### config.mk
export PLATFORM = sky130hd
export DESIGN_NAME = online_bin_packer_top
export DESIGN_NICKNAME = d
export VERILOG_FILES = /design/src/rtl/core/obp_pkg.sv /design/src/rtl/core/online_bin_packer_top.sv /design/src/rtl/core/obp_ram.sv /design/src/rtl/core/obp_engine.sv
export SDC_FILE = /design/constraint.sdc
export NUM_CORES = 2
export LEC_CHECK = 0
export BUFFER_PORTS_ARGS = -buffer_cell sky130_fd_sc_hd__buf_4
export CORE_UTILIZATION = 59
export DETAILED_ROUTE_END_ITERATION = 8
export PLACE_DENSITY = 0.75
export SLEW_MARGIN = 20
export SYNTH_ARGS = -nofsm -noshare
export SYNTH_HDL_FRONTEND = slang
export SYNTH_SLANG_ARGS = --single-unit
### constraint.sdc
create_clock -name clk -period 20.2 [get_ports clk]
set_input_delay 2.02 -clock clk [delete_from_list [all_inputs] [get_ports clk]]
set_output_delay 2.02 -clock clk [all_outputs]
set_load 0.1 [all_outputs]
### src/rtl/core/obp_pkg.sv
// Shared types and constants for the online bin packer.
package obp_pkg;

	localparam int unsigned MAX_BINS_DEF = 256;
	localparam int unsigned WEIGHT_W     = 16;
	localparam int unsigned INDEX_OUT_W  = 8;
	localparam int unsigned COUNT_OUT_W  = 9;
	localparam int unsigned APB_AW       = 3;
	localparam int unsigned APB_DW       = 32;

	localparam logic [WEIGHT_W-1:0] CAP_RESET = 16'd10;

	typedef enum logic [1:0] {
		FIT_NEXT  = 2'd0,
		FIT_FIRST = 2'd1,
		FIT_BEST  = 2'd2,
		FIT_WORST = 2'd3
	} fit_mode_t;

	localparam fit_mode_t MODE_RESET = FIT_FIRST;

	// register index, taken from paddr[2]
	localparam logic REG_CAPACITY = 1'b0;
	localparam logic REG_MODE     = 1'b1;

	typedef struct packed {
		logic [WEIGHT_W-1:0] capacity;
		fit_mode_t           mode;
	} cfg_t;

	typedef struct packed {
		logic                   set_done;
		logic                   table_full;
		logic                   oversize;
		logic                   new_bin;
		logic [COUNT_OUT_W-1:0] bins_used;
		logic [INDEX_OUT_W-1:0] bin_index;
	} result_t;

endpackage

### src/rtl/core/online_bin_packer_top.sv
// Top level of the online bin packer: APB registers, streams and result register.
//
// Each input beat carries one item weight and is placed into an open bin by the
// selected policy (next, first, best or worst fit), or a new bin is opened.
// Bin remaining capacities live in a single-port-read RAM of MAX_BINS entries;
// the engine reads one bin per cycle while scanning, so an item that scans N
// bins holds the engine through N reads, a drain state and a commit state that
// waits for the output register (N is one for next fit and all open bins for
// the other policies). An oversize item or an item that meets an empty table
// skips the scan and goes straight to commit. A finished result sits in the
// output register, so the next item is accepted while it waits. A beat with
// tlast set clears the bin table after its result. Configure only while idle.
module online_bin_packer_top #(
	parameter int unsigned MAX_BINS = obp_pkg::MAX_BINS_DEF
) (
	input  logic                        clk,
	input  logic                        arst_n,
	input  logic                        psel,
	input  logic                        penable,
	input  logic                        pwrite,
	input  logic [obp_pkg::APB_AW-1:0]  paddr,
	input  logic [obp_pkg::APB_DW-1:0]  pwdata,
	output logic [obp_pkg::APB_DW-1:0]  prdata,
	output logic                        pready,
	input  logic                        s_axis_tvalid,
	output logic                        s_axis_tready,
	input  logic [15:0]                 s_axis_tdata,  // item_weight
	input  logic                        s_axis_tlast,  // last_item
	output logic                        m_axis_tvalid,
	input  logic                        m_axis_tready,
	output logic [23:0]                 m_axis_tdata,  // bin_index, bins_used, zero pad
	output logic [2:0]                  m_axis_tuser,  // new_bin, oversize, table_full
	output logic                        m_axis_tlast   // set_done
);

	import obp_pkg::*;

	logic [WEIGHT_W-1:0] cap_q;
	fit_mode_t           mode_q;
	cfg_t                cfg;
	logic                cfg_wr;
	logic                res_valid;
	logic                res_ready;
	result_t             res;
	logic                out_valid_q;
	result_t             out_q;

	assign pready = 1'b1;
	assign cfg_wr = psel && penable && pwrite && pready;

	always_ff @(posedge clk or negedge arst_n) begin
		if (!arst_n) begin
			cap_q  <= CAP_RESET;
			mode_q <= MODE_RESET;
		end else if (cfg_wr) begin
			case (paddr[2])
				REG_CAPACITY: cap_q  <= pwdata[WEIGHT_W-1:0];
				REG_MODE:     mode_q <= fit_mode_t'(pwdata[1:0]);
				default:      cap_q  <= cap_q;
			endcase
		end
	end

	always_comb begin
		case (paddr[2])
			REG_CAPACITY: prdata = APB_DW'(cap_q);
			REG_MODE:     prdata = APB_DW'(mode_q);
			default:      prdata = '0;
		endcase
	end

	assign cfg.capacity = cap_q;
	assign cfg.mode     = mode_q;

	obp_engine #(
		.MAX_BINS (MAX_BINS)
	) u_engine (
		.clk       (clk),
		.arst_n    (arst_n),
		.cfg       (cfg),
		.in_valid  (s_axis_tvalid),
		.in_ready  (s_axis_tready),
		.in_weight (s_axis_tdata),
		.in_last   (s_axis_tlast),
		.res_valid (res_valid),
		.res_ready (res_ready),
		.res       (res)
	);

	assign res_ready = !out_valid_q || m_axis_tready;

	always_ff @(posedge clk or negedge arst_n) begin
		if (!arst_n) begin
			out_valid_q <= 1'b0;
		end else if (res_valid && res_ready) begin
			out_valid_q <= 1'b1;
			out_q       <= res;
		end else if (m_axis_tready) begin
			out_valid_q <= 1'b0;
		end
	end

	assign m_axis_tvalid = out_valid_q;
	assign m_axis_tdata  = {7'd0, out_q.bins_used, out_q.bin_index};
	assign m_axis_tuser  = {out_q.table_full, out_q.oversize, out_q.new_bin};
	assign m_axis_tlast  = out_q.set_done;

`ifndef ASSERT_OFF
	a_one_item_at_a_time: assert property (@(posedge clk) disable iff (!arst_n)
		s_axis_tvalid && s_axis_tready |=> !s_axis_tready)
		else $error("engine accepted a beat while busy");

	a_oversize_unplaced: assert property (@(posedge clk) disable iff (!arst_n)
		m_axis_tvalid && m_axis_tuser[1] |->
			m_axis_tdata[7:0] == 8'd0 && !m_axis_tuser[0] && !m_axis_tuser[2])
		else $error("oversize item reported as placed");

	a_full_unplaced: assert property (@(posedge clk) disable iff (!arst_n)
		m_axis_tvalid && m_axis_tuser[2] |->
			m_axis_tdata[7:0] == 8'd0 && !m_axis_tuser[0] && !m_axis_tuser[1])
		else $error("table full result inconsistent");
`endif

endmodule

### src/rtl/core/obp_ram.sv
// Generic single-write, single-read RAM with registered read data.
module obp_ram #(
	parameter int unsigned WIDTH = 16,
	parameter int unsigned DEPTH = 256,
	parameter int unsigned AW    = (DEPTH > 1) ? $clog2(DEPTH) : 1
) (
	input  logic             clk,
	input  logic             we,
	input  logic [AW-1:0]    waddr,
	input  logic [WIDTH-1:0] wdata,
	input  logic             re,
	input  logic [AW-1:0]    raddr,
	output logic [WIDTH-1:0] rdata
);

	logic [WIDTH-1:0] mem [DEPTH];

	always_ff @(posedge clk) begin
		if (we) begin
			mem[waddr] <= wdata;
		end
		if (re) begin
			rdata <= mem[raddr];
		end
	end

endmodule

### src/rtl/core/obp_engine.sv
// Placement engine: scans bin remaining capacities in RAM and writes back the chosen bin.
module obp_engine #(
	parameter int unsigned MAX_BINS = obp_pkg::MAX_BINS_DEF
) (
	input  logic                          clk,
	input  logic                          arst_n,
	input  obp_pkg::cfg_t                 cfg,
	input  logic                          in_valid,
	output logic                          in_ready,
	input  logic [obp_pkg::WEIGHT_W-1:0]  in_weight,
	input  logic                          in_last,
	output logic                          res_valid,
	input  logic                          res_ready,
	output obp_pkg::result_t              res
);

	import obp_pkg::*;

	localparam int unsigned IDX_W = (MAX_BINS > 1) ? $clog2(MAX_BINS) : 1;
	localparam int unsigned CNT_W = $clog2(MAX_BINS + 1);

	typedef enum logic [1:0] {
		ST_IDLE,
		ST_SCAN,
		ST_DRAIN,
		ST_COMMIT
	} state_t;

	state_t              state_q;
	logic [CNT_W-1:0]    open_q;
	logic [IDX_W-1:0]    j_q;
	logic [IDX_W-1:0]    j_s1;
	logic                v_s1;
	logic [WEIGHT_W-1:0] w_q;
	logic                last_q;
	logic                over_q;
	logic                found_q;
	logic [IDX_W-1:0]    idx_q;
	logic [WEIGHT_W-1:0] left_q;

	logic [IDX_W-1:0]    last_idx;
	logic [WEIGHT_W-1:0] rd_data;
	logic                fits;
	logic [WEIGHT_W-1:0] left;
	logic                take;
	logic                has_room;
	logic                is_new;
	logic                is_full;
	logic [CNT_W-1:0]    open_next;
	logic [IDX_W-1:0]    idx_out;
	logic                commit_go;
	logic                wr_en;
	logic [IDX_W-1:0]    wr_addr;
	logic [WEIGHT_W-1:0] wr_data;

	assign last_idx = IDX_W'(open_q - CNT_W'(1));
	assign fits     = rd_data >= w_q;
	assign left     = rd_data - w_q;

	always_comb begin
		case (cfg.mode)
			FIT_NEXT, FIT_FIRST: take = fits && !found_q;
			FIT_BEST:            take = fits && (!found_q || (left < left_q));
			FIT_WORST:           take = fits && (!found_q || (left > left_q));
			default:             take = 1'b0;
		endcase
	end

	assign has_room  = open_q < CNT_W'(MAX_BINS);
	assign is_new    = !over_q && !found_q && has_room;
	assign is_full   = !over_q && !found_q && !has_room;
	assign open_next = is_new ? open_q + CNT_W'(1) : open_q;
	assign idx_out   = found_q ? idx_q : (is_new ? IDX_W'(open_q) : '0);

	assign res_valid = (state_q == ST_COMMIT);
	assign commit_go = res_valid && res_ready;
	assign in_ready  = (state_q == ST_IDLE);

	assign res.bin_index  = INDEX_OUT_W'(idx_out);
	assign res.bins_used  = COUNT_OUT_W'(open_next);
	assign res.new_bin    = is_new;
	assign res.oversize   = over_q;
	assign res.table_full = is_full;
	assign res.set_done   = last_q;

	// write-back happens in the commit cycle, before the next item can issue a read
	assign wr_en   = commit_go && (found_q || is_new);
	assign wr_addr = found_q ? idx_q : IDX_W'(open_q);
	assign wr_data = found_q ? left_q : cfg.capacity - w_q;

	obp_ram #(
		.WIDTH (WEIGHT_W),
		.DEPTH (MAX_BINS),
		.AW    (IDX_W)
	) u_bin_ram (
		.clk   (clk),
		.we    (wr_en),
		.waddr (wr_addr),
		.wdata (wr_data),
		.re    (state_q == ST_SCAN),
		.raddr (j_q),
		.rdata (rd_data)
	);

	always_ff @(posedge clk or negedge arst_n) begin
		if (!arst_n) begin
			state_q <= ST_IDLE;
			open_q  <= '0;
			v_s1    <= 1'b0;
			last_q  <= 1'b0;
			over_q  <= 1'b0;
			found_q <= 1'b0;
		end else begin
			v_s1 <= (state_q == ST_SCAN);
			j_s1 <= j_q;
			case (state_q)
				ST_IDLE: begin
					if (in_valid) begin
						w_q     <= in_weight;
						last_q  <= in_last;
						over_q  <= in_weight > cfg.capacity;
						found_q <= 1'b0;
						idx_q   <= '0;
						j_q     <= (cfg.mode == FIT_NEXT) ? last_idx : '0;
						if ((in_weight > cfg.capacity) || (open_q == '0)) begin
							state_q <= ST_COMMIT;
						end else begin
							state_q <= ST_SCAN;
						end
					end
				end
				ST_SCAN: begin
					j_q <= j_q + IDX_W'(1);
					if (j_q == last_idx) begin
						state_q <= ST_DRAIN;
					end
				end
				ST_DRAIN: begin
					state_q <= ST_COMMIT;
				end
				ST_COMMIT: begin
					if (res_ready) begin
						open_q  <= last_q ? '0 : open_next;
						state_q <= ST_IDLE;
					end
				end
				default: begin
					state_q <= ST_IDLE;
				end
			endcase
			if (v_s1 && take) begin
				found_q <= 1'b1;
				idx_q   <= j_s1;
				left_q  <= left;
			end
		end
	end

endmodule
==> run summary <==
For the proportion of power drawn by combinational gates, the log shows 23.4%. Critical-path maximum fanout: 95. In this run, synthesis produced a sequential element count of 4223. The floorplan step defined a core boundary enclosing 277000 um^2.

The routed layout has 86700 vias. In this run the biggest area consumer among cell types represents 76.4% of the synthesized area. The clock net in this run drives a total of 4223 sinks.

Sorting the synthesized cells by area gives the leading types as edfxtp_1 76%, mux4_2 13%, mux2i_1 1.8%. TritonCTS built the clock tree. For the minimum setup slack after placement, the log shows 13.42 ns. For the pin with the worst max-slew slack, the measured transition is 1.34 ns.

On the worst path, the slowest cell contributes a delay of 0.86 ns. The number of pins exceeding their max-slew limit in the final report was 0. For this run, the register share of the synthesized area comes to 77.0%. The total global routing track utilization is 32.1%, and the relative contribution of sequential cells to total power is 45.9%.

The required time of the critical path is 20.79 ns, and the cell depth of the worst flop-to-flop path is 10. The setup slack after layout is 13.19 ns. Row generation in the floorplan step produced 193 rows. Routability-driven placement finished with a final weighted congestion of 0.924. For the count of non-filler cells in the finished layout, the log shows 12300. After clock tree synthesis, the clock-pin slew on the worst setup and hold paths is 0.06 ns. In this run switching power makes up 30.8% of total power. The first global-routing pass estimated 629000 um of wire. The worst max-slew margin expressed relative to the limit was 11.0%; the CTS H-tree depth was 5. Wires add up to 452000 um. Buffers placed on the I/O ports in this run total 79. After synthesis, the mean cell area works out to 21.2 um^2.

STA classifies the critical path startpoint as a flop. The total leakage power was 58.9 nW; the detailed placement HPWL was 255000 um. The share of synthesized flip-flops with an asynchronous set or reset works out to 0.805%. Power spread over the standard cell area amounts to 135 nW/um^2.

The most used cell along the critical path is buf_4. The tightest hold margin was 0.525 ns; the max-capacitance violation count was 0. The critical path starts at u_engine.j_q[0]. Walking the worst path, the cells encountered are buf_4 > buf_4 > buf_4 > buf_12 > mux4_2 > a22o_1 > a221oi_1 > o22ai_1 > o31ai_1 > o32ai_1.

In the routed layout, each cell is associated on average with a via count of 7.04. The tools report the starting density of the core as 59.4%. The number of clock buffers added by TritonCTS is 403.

In this run the critical register-to-register path is launched from u_engine.j_q[0]. The routing layer with the top usage in global route was met2. Number of nets still failing antenna checks after routing: 0. The met3 demand-to-capacity share in global routing is 10.3%, and the largest net degree at the start of global routing is 215. In the synthesized netlist the dominant register cell turns out to be edfxtp_1.

The leading cell type in the layout, fill and taps excluded was edfxtp_1. Grouping stages by cell kind, the critical path spends the most delay in buffers and inverters. The tools report the part of the total power dissipated in the clock network as 30.7%.

The run finished with clean final reports. For this design the total switching power over the nets is 7.69 mW. The worst hold path begins at u_engine.j_s1[0].

Measured along the y axis, the die boundary spans 530 um. After detailed routing, the number of remaining DRC violations is 0. The number of ports placed on the die boundary is 122. In this run the post-CTS setup repair buffer count came out at 0. Count of TritonRoute iterations in the first routing pass: 8. Clock tree synthesis selected as its root buffer the cell clkbuf_16.

The critical path in this run is classified as reg -> reg. The total congestion overflow after global routing came out at 0. The average wire per cell in the routed design works out to 36.7 um. The distinct cell type count of the synthesized netlist was 76; the setup violation total in the final timing report was 0. The final critical path takes up 34.7% of the cycle. Floorplan die width: 530 um.

Across the VDD grid, the largest voltage drop is 0.000176 V. Counting every instance in the synthesized netlist gives 7771. The number of warnings issued by yosys is 0, and the number of nets in the finished design is 8381. Across the routed clock network, the largest skew measured is 0.0727 ns. The library cells used most frequently in the layout, excluding fill and tap cells, are 4189 x edfxtp_1, 919 x mux4_2, 493 x buf_4, 410 x clkbuf_16, 315 x nor2_1. Data arrival at the endpoint of the critical path: 7.60 ns. The number of design-rule violations left by the first detailed-router iteration is 14000. STA classifies the critical path endpoint as a flop.

The worst path needs 7.01 ns of the cycle, external delays included. The cell accounting for the most synthesized area was edfxtp_1. Setup repair after global routing left no endpoint under its margin. The logs give 143 MHz for the fmax and 48.5% for the met2 global-route usage. The critical path crosses 10 cells after its start point.

Adding up every negative setup slack in the final design gives 0 ns. The depth of the worst hold-timing path is 1, and the post-cts gate resize count is 0. The fraction of layout cells with a size suffix above 1 is 24.9%, and the number of inserted filler cells in the final layout is 16800.

After detailed placement, the design holds a cell count of 11500. The synthesized netlist occupies a cell area of 165000 um^2. The type of the worst min-delay path was reg -> reg. Buffers inserted to repair hold after CTS numbered 0.

The met1 routing resource usage after global routing is 42.6%, and the via count of the first global-routing pass is 84200. The clock passes through at most 4 buffers. At the later pin of the worst-skew pair, clock insertion delay measures 0.94 ns. The area overhead of the layout relative to synthesis was 12.2%; the die outline area was 281000 um^2.

Critical path's slowest cell: a221oi_1. The critical path contains buffers and inverters numbering 4 combined. Internal power comes to 17.3 mW. For the number of antenna violations at the first check in global routing, the log shows 28. The number of synthesized flops with an enable pin was 4189; the number of hold-slack violations in the final timing report was 0.
[worst register-to-register path, stage by stage (launching register included)]
cell,delay [ns]
edfxtp_1,0.76
buf_4,0.69
buf_4,0.86
buf_4,0.57
buf_12,0.67
mux4_2,0.70
a22o_1,0.26
a221oi_1,0.86
o22ai_1,0.61
o31ai_1,0.48
o32ai_1,0.20
[worst paths after layout]
path / to / slack, ns
worst max-delay path: u_engine.u_bin_ram.rdata[14] / 13.19
worst min-delay path: u_engine.idx_q[0] / 0.53
worst max register to register: u_engine.u_bin_ram.rdata[14] / 13.19
worst min register to register: u_engine.idx_q[0] / 0.53
max in group asynchronous: u_engine.found_q / 18.62
min in group asynchronous: u_engine.open_q[5] / 1.12
[final cells by class]
type,count,area (um^2),share of cell area (%)
multi-input cells,3016,35400,19.2
inverters,84,323,0.175
clock buffers,483,10500,5.71
well taps,3705,4640,2.51
clock inverters,250,2730,1.48
flip-flops and latches,4223,127000,68.6
repair buffers,521,4250,2.30
diodes,32,80.1,0.0434
[cell usage after synthesis (all sizes together) (16+ instances only)]
master and number:
nand3 53, nor2b 19, a22o 55, mux4 919, a22oi 194, buf 280, and2 20, mux2 28
a211oi 46, dfrtp 31, nand4 20, xor2 19, nor2 334, inv 81, clkbuf 190, mux2i 300
edfxtp 4189, a31oi 25, nor3 35, o221ai 60, o22ai 51, ha 71, o21ai 120, xnor2 27
a221oi 70, nand2 175, a21oi 157, nand2b 16
[routing by layer]
metal	wire length [um]	up-vias	part of all wire [%]
met5	156	-	0.035
met4	26200	22	5.8
met3	63700	1222	14
met2	208000	7021	46
met1	154000	44900	34
li1	-	33600	-
[metrics by stage]
| stage | util (%) | area [um^2] | power [mW] |
|---|---|---|---|
| 2_1_floorplan | - | 165000 | 15.9 |
| 3_3_place_gp | 61.8 | 171000 | 17.0 |
| 3_5_place_dp | 61.8 | 171000 | 17.3 |
| 4_1_cts | 66.6 | 184000 | 24.8 |
| 5_1_grt | 66.6 | 185000 | 25.5 |
| 6_report | 66.6 | 185000 | 25.0 |
[flip-flops by register name, summed over array words and instances (netlist names)]
register,count
cap_q,16
m_axis_tdata,17
m_axis_tlast,1
m_axis_tuser,3
m_axis_tvalid,1
mode_q,2
u_engine.found_q,1
u_engine.idx_q,8
u_engine.j_q,8
u_engine.j_s1,8
u_engine.last_q,1
u_engine.left_q,16
u_engine.open_q,9
u_engine.over_q,1
u_engine.state_q,2
u_engine.u_bin_ram.mem,4096
u_engine.u_bin_ram.rdata,16
u_engine.v_s1,1
u_engine.w_q,16
[power groups by stage]
stage          clock network, mW  registers [mW]  logic (mW)
2_1_floorplan                  0            12.7        3.17
3_3_place_gp                   0            11.6        5.43
3_5_place_dp                   0            11.6        5.64
4_1_cts                     7.69            11.4        5.68
5_1_grt                     8.02            11.4        6.00
6_report                    7.67            11.4        5.84
[logic make-up (layout without fill, tap and decap cells)]
group	Yosys count	after routing	share of synthesized area (%)
other	2	56	0.00456
flip-flops	4223	4223	77.0
XOR/XNOR	46	46	0.245
AO/OA/AOI/OAI	910	910	3.89
AND/OR/NAND/NOR	716	716	1.90
adder cells (fa/ha/maj)	73	73	0.564
buffers and inverters	554	1338	1.86
multiplexers	1247	1247	14.6
No activity file was read; power rests on OpenSTA's default activity.
